[config.mk]
export PLATFORM = sky130hd
export DESIGN_NAME = serial_time_frame_parser
export DESIGN_NICKNAME = d
export VERILOG_FILES = /design/src/sv/stfp_pkg.sv /design/src/sv/serial_time_frame_parser.sv /design/src/sv/stfp_cell.sv /design/src/sv/stfp_decode.sv
export SDC_FILE = /design/constraint.sdc
export NUM_CORES = 1
export LEC_CHECK = 0
export ABC_AREA = 1
export BUFFER_PORTS_ARGS = -buffer_cell sky130_fd_sc_hd__buf_4
export CAP_MARGIN = 20
export CORE_MARGIN = 5
export CORE_UTILIZATION = 35
export CTS_BUF_LIST = sky130_fd_sc_hd__clkbuf_4
export DETAILED_ROUTE_END_ITERATION = 10
export PLACE_DENSITY = 0.56
export SLEW_MARGIN = 20
export SYNTH_ARGS = -nofsm -noshare
export SYNTH_HDL_FRONTEND = slang
export SYNTH_HIERARCHICAL = 1
export SYNTH_SLANG_ARGS = --single-unit
[constraint.sdc]
create_clock -name clk -period 3.74 [get_ports clk]
set_input_delay 0.561 -clock clk [delete_from_list [all_inputs] [get_ports clk]]
set_output_delay 0.561 -clock clk [all_outputs]
set_load 0.05 [all_outputs]
[src/sv/stfp_pkg.sv]
`default_nettype none
package stfp_pkg;

  localparam int unsigned FrameLen = 8;
  localparam int unsigned CountWidth = 4;

  localparam logic [7:0] ChLf = 8'h0A;
  localparam logic [7:0] ChCr = 8'h0D;
  localparam logic [7:0] ChSep = 8'h3A;
  localparam logic [7:0] ChZero = 8'h30;
  localparam logic [7:0] HourLimit = 8'd24;
  localparam logic [7:0] MinSecLimit = 8'd60;
  localparam logic [CountWidth-1:0] CountFull = CountWidth'(FrameLen);

  typedef enum logic [1:0] {
    STATUS_OK = 2'd0,
    STATUS_LEN = 2'd1,
    STATUS_SEP = 2'd2,
    STATUS_RANGE = 2'd3
  } status_t;

  // Cell 0 holds the newest byte; after a full frame cell 7 holds the first one.
  typedef logic [FrameLen-1:0][7:0] frame_t;

  typedef struct packed {
    logic [7:0] seconds;
    logic [7:0] minutes;
    logic [7:0] hours;
    status_t    frame_status;
  } result_t;

endpackage
`default_nettype wire

[src/sv/serial_time_frame_parser.sv]
`default_nettype none
// Parses "HH:MM:SS" frames from a stream of received characters, one byte per
// cycle on the slave side while tready is high. Characters other than line
// feed and carriage return move along a row of eight byte cells; bytes beyond
// the eighth are dropped. A terminator yields one result transfer, registered
// into the output register, or into the skid register while the output holds
// an untaken result: status ok, wrong length, bad separators or out of range,
// with hours, minutes and seconds zero unless the status is ok. The registers
// let input flow while a result waits; tready falls only when both hold one.
module serial_time_frame_parser (
  input  wire logic        clk,
  input  wire logic        rst,
  input  wire logic        s_tvalid,
  output logic             s_tready,
  input  wire logic [7:0]  s_tdata,   // [7:0] rx_byte
  output logic             m_tvalid,
  input  wire logic        m_tready,
  output logic [31:0]      m_tdata    // [1:0] frame_status, [9:2] hours,
                                      // [17:10] minutes, [25:18] seconds
);

  logic [stfp_pkg::CountWidth-1:0] char_count;
  stfp_pkg::frame_t  frame;
  stfp_pkg::result_t result;
  stfp_pkg::result_t out_data;
  stfp_pkg::result_t skid_data;
  logic out_valid;
  logic skid_valid;
  logic accept;
  logic term;
  logic full;
  logic shift;
  logic push;

  assign s_tready = !skid_valid;
  assign accept   = s_tvalid && s_tready;
  assign term     = (s_tdata == stfp_pkg::ChLf) || (s_tdata == stfp_pkg::ChCr);
  assign full     = (char_count == stfp_pkg::CountFull);
  assign shift    = accept && !term && !full;
  assign push     = accept && term;

  genvar i;
  generate
    for (i = 0; i < stfp_pkg::FrameLen; i++) begin : g_cell
      if (i == 0) begin : g_head
        stfp_cell u_cell (
          .clk   (clk),
          .shift (shift),
          .din   (s_tdata),
          .dout  (frame[i])
        );
      end else begin : g_body
        stfp_cell u_cell (
          .clk   (clk),
          .shift (shift),
          .din   (frame[i-1]),
          .dout  (frame[i])
        );
      end
    end
  endgenerate

  stfp_decode u_decode (
    .frame  (frame),
    .full   (full),
    .result (result)
  );

  always_ff @(posedge clk) begin
    if (rst) begin
      char_count <= '0;
    end else if (accept) begin
      if (term) begin
        char_count <= '0;
      end else if (!full) begin
        char_count <= char_count + 1'b1;
      end
    end
  end

  // While the skid register is occupied tready is low, so no new result arrives.
  always_ff @(posedge clk) begin
    if (rst) begin
      out_valid  <= 1'b0;
      skid_valid <= 1'b0;
    end else if (m_tready || !out_valid) begin
      if (skid_valid) begin
        out_valid  <= 1'b1;
        skid_valid <= 1'b0;
      end else begin
        out_valid <= push;
      end
    end else if (push) begin
      skid_valid <= 1'b1;
    end
  end

  always_ff @(posedge clk) begin
    if (m_tready || !out_valid) begin
      out_data <= skid_valid ? skid_data : result;
    end else if (push) begin
      skid_data <= result;
    end
  end

  assign m_tvalid = out_valid;
  assign m_tdata  = {6'b0, out_data};

endmodule
`default_nettype wire

[src/sv/stfp_cell.sv]
`default_nettype none
module stfp_cell (
  input  wire logic       clk,
  input  wire logic       shift,
  input  wire logic [7:0] din,
  output logic      [7:0] dout
);

  logic [7:0] char_reg;

  always_ff @(posedge clk) begin
    if (shift) begin
      char_reg <= din;
    end
  end

  assign dout = char_reg;

endmodule
`default_nettype wire

[src/sv/stfp_decode.sv]
`default_nettype none
module stfp_decode (
  input  wire stfp_pkg::frame_t  frame,
  input  wire logic              full,
  output stfp_pkg::result_t      result
);

  logic [7:0] hours;
  logic [7:0] minutes;
  logic [7:0] seconds;
  logic       sep_ok;
  logic       range_ok;

  // Each pair is (hi - '0') * 10 + (lo - '0'), kept to eight bits.
  assign hours   = 8'((frame[7] - stfp_pkg::ChZero) * 8'd10) + (frame[6] - stfp_pkg::ChZero);
  assign minutes = 8'((frame[4] - stfp_pkg::ChZero) * 8'd10) + (frame[3] - stfp_pkg::ChZero);
  assign seconds = 8'((frame[1] - stfp_pkg::ChZero) * 8'd10) + (frame[0] - stfp_pkg::ChZero);

  assign sep_ok   = (frame[5] == stfp_pkg::ChSep) && (frame[2] == stfp_pkg::ChSep);
  assign range_ok = (hours < stfp_pkg::HourLimit) && (minutes < stfp_pkg::MinSecLimit)
                    && (seconds < stfp_pkg::MinSecLimit);

  always_comb begin
    result = '0;
    priority if (!full) begin
      result.frame_status = stfp_pkg::STATUS_LEN;
    end else if (!sep_ok) begin
      result.frame_status = stfp_pkg::STATUS_SEP;
    end else if (!range_ok) begin
      result.frame_status = stfp_pkg::STATUS_RANGE;
    end else begin
      result.frame_status = stfp_pkg::STATUS_OK;
      result.hours        = hours;
      result.minutes      = minutes;
      result.seconds      = seconds;
    end
  end

endmodule
`default_nettype wire

**Yosys cells after proc, flatten, opt, wreduce, memory -nomap -nowiden**

Index checks and enable logic that the tools add are counted.

- Bits in registers: 122
- Bits in latches: 0
- RAM bits: 0
- ROM bits: 0
- Input bits: 12
- Output and inout port bits: 34
- Logic and storage cells: 68
- Memories: 0

- Add/subtract/negate cells: 10
- Multipliers: 3
- Divide/modulo/power cells: 0
- Order comparisons: 3
- Equality and inequality tests: 6
- Shifts and indexed selects: 0
- Muxes and demuxes: 10
- Bitwise operators: 1
- Reduce and logical (&&, ||, !) cells: 16

Operators with widths:

| cell | count |
|---|---|
| $mux W24 | 3 |
| $sub A8 B6 Y8 const B | 6 |
| $mux W26 | 1 |
| $add A8 B8 Y8 | 3 |
| $mul A8 B3 Y7 const B | 3 |
| $eq A8 B4 Y1 const B | 2 |
| $eq A8 B6 Y1 const B | 2 |
| $lt A8 B6 Y1 const B | 2 |
| $lt A8 B5 Y1 const B | 1 |
| $mux W4 | 2 |
| $logic_and A1 B1 Y1 | 7 |
| $mux W2 | 3 |
| $add A4 B1 Y4 const B | 1 |
| $eq A4 B4 Y1 const B | 1 |
| $logic_not A1 Y1 | 4 |
| $reduce_and A2 Y1 | 2 |
| $logic_or A1 B1 Y1 | 2 |
| $ne A2 B2 Y1 const B | 1 |
| $reduce_or A2 Y1 | 1 |
| $mux W1 | 1 |
| $not A1 Y1 | 1 |

**Depth between registers and ports, before layout**

- Word-level depth: 10
- Depth in mapped cells: 20
- Mapped depth without buffers: 20

**Cells and area by module**

The synthesis kept the hierarchy.

Modules (own cells, without submodules):

| module | times used | cells each | area each (µm²) |
|---|---|---|---|
| serial_time_frame_parser | 1 | 205 | 2353.5 |
| stfp_decode | 1 | 313 | 2073.2 |
| stfp_cell | 8 | 8 | 240.2 |

**Least setup slack after synthesis**

OpenSTA, ideal clock, no wires.

- Path type: register -> register
- From: register g_cell[7].g_body.u_cell.char_reg[4]
- To: register out_data, in the netlist m_tdata[22] (data pin)
- Setup time: 0.131 ns
- Data arrival time: 3.222 ns
- Required time: 3.609 ns
- Path slack: 0.388 ns
- Cell stages (with the launch flop): 20
- Buffers on the path: 1
- Path through: edfxtp_1 -> ha_1 -> ha_1 -> ha_1 -> xnor2_1 -> ha_1 -> inv_1 -> ha_1 -> a21oi_1 -> o21ai_0 -> a21oi_1 -> nand3_1 -> nand2_1 -> nand2_2 -> nor2_4 -> nand3_4 -> buf_12 -> nor2_2 -> nand2_1 -> nand2_1

RTL lines:

| element | line | RTL |
|---|---|---|
| start: declaration | stfp_cell.sv:9 | `logic [7:0] char_reg;` |
| start signal: assignment | stfp_cell.sv:13 | `char_reg <= din;` |
| end signal: assignment | serial_time_frame_parser.sv:100 | `out_data <= skid_valid ? skid_data : result;` |
| end: declaration | serial_time_frame_parser.sv:25 | `stfp_pkg::result_t out_data;` |

==> flow_metrics.env <==
export IMPL_replace_congestion=0.834
export IMPL_worst_setup_path_end_kind="flip-flop"
export IMPL_worstHoldPathCells=2
export IMPL_irDropWorstVdd_v=0.000194
export IMPL_highest_clock_rate_ghz=0.283
export IMPL_path_cells="ha_1 > ha_1 > fa_1 > ha_1 > ha_1 > nand3_1 > nand2_1 > nand2_1 > nand2_1 > nand3_1 > nor2_2 > nand3_2 > nor2_4 > nand3_4 > buf_12 > nor2_1 > nand2_1 > nand2_1"
export IMPL_cts_clk_pin_slew_worst_paths_ns=0.11
export IMPL_timing_critical_path_slowest_cell_delay_ns=0.46
export IMPL_cts_buffers=17
export IMPL_diodes=0
export IMPL_root_buffer="sky130_fd_sc_hd__clkbuf_4"
export IMPL_timing_critical_path_mode_cell="sky130_fd_sc_hd__nand2_1"
export IMPL_die_height_um=144
export IMPL_detailedRoute_firstPassIterationCount=7
export IMPL_hold_path_class="input port to flip-flop"
export IMPL_final_setup_worst_slack_ns=0.210
export IMPL_maxSlewViolCount=0
export IMPL_sequential_cell_area_um2=3570
export IMPL_r2r_slack_ns=0.21
export IMPL_grt_max_degree=29
export IMPL_multi_input_comb_area_um2=2450
export IMPL_setup_worst_path_class="flip-flop to flip-flop"
export IMPL_postRouteAntennaNets=0
export IMPL_placed_area_um2=6870
export IMPL_syn_instance_count=581
export IMPL_setup_viol=0
export IMPL_grt_pass1_vias=4183
export IMPL_status="complete, no violations"
export IMPL_number_of_max_cap_violations=0
export IMPL_p_leak_nw=3.30
export IMPL_clock_tree_htree_level_count=4
export IMPL_via_per_inst=4.55
export IMPL_post_route_min_period_ns=3.53
export IMPL_maxSlewHeadroom_pct=65.3
export IMPL_worst_slew_pin_slew_ns=0.520
export IMPL_dieWidth_um=144
export IMPL_grt_antenna_before_repair=0
export IMPL_routedWlPerCell_um=12.8
export IMPL_post_route_cell_area_um2=7320
export IMPL_global_route_wire_length_before_repair_um=19000
export IMPL_synth_warning_count=6
export IMPL_nNetsFinal=722
export IMPL_worst_skew_pair_late_latency_ns=0.51
export IMPL_final_fill_count=1744
export IMPL_hold_end="char_count[1]"
export IMPL_postSynthAreaPerCell_um2=10.9
export IMPL_post_dp_hpwl_um=8290
export IMPL_cts_sinks=121
export IMPL_floorplan_die_area_um2=20800
export IMPL_areaGrowthSynthToFinish_pct=15.9
export IMPL_routed_wl_um=11400
export IMPL_cp_max_delay_cell="sky130_fd_sc_hd__fa_1"
export IMPL_reg2reg_from="g_cell[4].g_body.u_cell/dout[1]"
export IMPL_globalRoute_totalOverflow=0
export IMPL_grtUsageTotal_pct=11.5
export IMPL_clock_tree_from_tritoncts="done"
export IMPL_critical_path_max_fanout=17
export IMPL_core_um2=17800
export IMPL_drt_initial_drc_count=242
export IMPL_critical_path_reg2reg_endpoint="m_tdata[11]"
export IMPL_power_density_nw_per_um2=436
export IMPL_finalPower_mw=3.19
export IMPL_worst_ep_required_time_ns=4.13
export IMPL_arrival_time_at_the_worst_endpoint_ns=3.92
export IMPL_critical_path_startpoint_type="flip-flop"
export IMPL_vias=4039
export IMPL_start_util_pct=35.4
export IMPL_hold_violations=0
export IMPL_final_period_utilization_pct=94.4
export IMPL_worst_r2r_cell_count=18
export IMPL_number_of_ports_placed_on_the_die_boundary=46
export IMPL_rows=49
export IMPL_final_setup_skew_ns=0.0184
export IMPL_holdCritStartpoint="rst"
export IMPL_port_buffers=39
export IMPL_pre_cts_ws_ns=-0.00475
export IMPL_route_detailed_drc=0
export IMPL_hold_slack_ns=0.230
export IMPL_final_layout_size_suffix_gt1_share_pct=19.9
export IMPL_combined_area_of_all_synthesized_cells_um2=6320
export IMPL_clock_path_buffers=2
==> cells in the final DEF (no fill, tap or decap), drive strengths merged, types with 2 or more instances in the layout <==
cell type,instances
fa,6
a21oi,15
xor2,4
o21ai,4
dfxtp,6
nand4,4
conb,13
nand3b,5
nor2,38
nand2,169
clkbuf,20
edfxtp,115
inv,78
xnor2,8
buf,54
bufinv,3
nand3,42
nor4,2
ha,59
clkinv,10
==> critical path, delay by kind of cell (launching register included) <==
kind	cells	cell delay [ns]
flip-flops	1	0.44
buffers and inverters	1	0.18
AND/OR/NAND/NOR	12	1.13
adder cells (fa/ha/maj)	5	1.66
==> flip-flops by register name (all words and copies together), names as in the netlist <==
register,flops
skid_data,26
skid_valid,1
g_cell.g_head.u_cell/dout,8
m_tdata,26
char_count,4
g_cell.g_body.u_cell/dout,55
m_tvalid,1
==> report_power, final <==
group | internal (mW) | switching (mW) | total, mW
Clock | 0.473 | 0.468 | 0.941
Combinational | 0.282 | 0.415 | 0.697
Sequential | 1.53 | 0.0278 | 1.56
==> worst max-delay path by stage <==
stage,from,endpoint,slack [ns],depth (start not counted)
after global placement,g_cell[7].g_body.u_cell/dout[4],m_tdata[3],0.05,19
after CTS,g_cell[7].g_body.u_cell/dout[4],m_tdata[2],0.01,19
final,g_cell[4].g_body.u_cell/dout[1],m_tdata[11],0.21,18
after global routing,g_cell[7].g_body.u_cell/dout[4],m_tdata[3],-0.02,20
after detailed placement,g_cell[7].g_body.u_cell/dout[4],m_tdata[2],-0.005,19
after floorplan,g_cell[7].g_body.u_cell/dout[4],m_tdata[22],0.39,19
==> what timing repair did <==
| item | CTS | global route |
|---|---|---|
| pin swaps | 0 | 2 |
| buffers inserted | 1 | 5 |
| hold buffers | 0 | 0 |
| setup endpoints to repair | 5 | 36 |
| resized for setup | 0 | 19 |
==> per-layer routing <==
| metal | share of wire (%) | vias up | global-route usage, % | routed length [um] |
|---|---|---|---|---|
| met5 | 0 | - | 0 | 0 |
| met4 | 1.3 | 0 | 3.68 | 150 |
| met3 | 3.9 | 17 | 3.77 | 440 |
| met2 | 51 | 72 | 19.6 | 5830 |
| met1 | 44 | 1904 | 13.9 | 4940 |
| li1 | - | 2046 | - | - |
==> final cells by class <==
| type | count | share of cell area (%) |
|---|---|---|
| Sequential cell | 121 | 48.8 |
| Multi-Input combinational cell | 372 | 33.5 |
| Timing Repair Buffer | 54 | 5.86 |
| Inverter | 79 | 4.12 |
| Tap cell | 229 | 3.91 |
| Clock buffer | 20 | 2.05 |
| Clock inverter | 12 | 1.79 |
==> per-stage QoR <==
step | cells | TNS [ns] | utilization [%]
after floorplan | 592 | 0 | -
after global placement | 847 | 0 | 38.4
after CTS | 882 | 0 | 40.1
final | 887 | 0 | 41.0
after global routing | 887 | -0.0741 | 41.0
after detailed placement | 849 | -0.00475 | 38.5
Note: power is estimated with default switching activity, not from simulation.
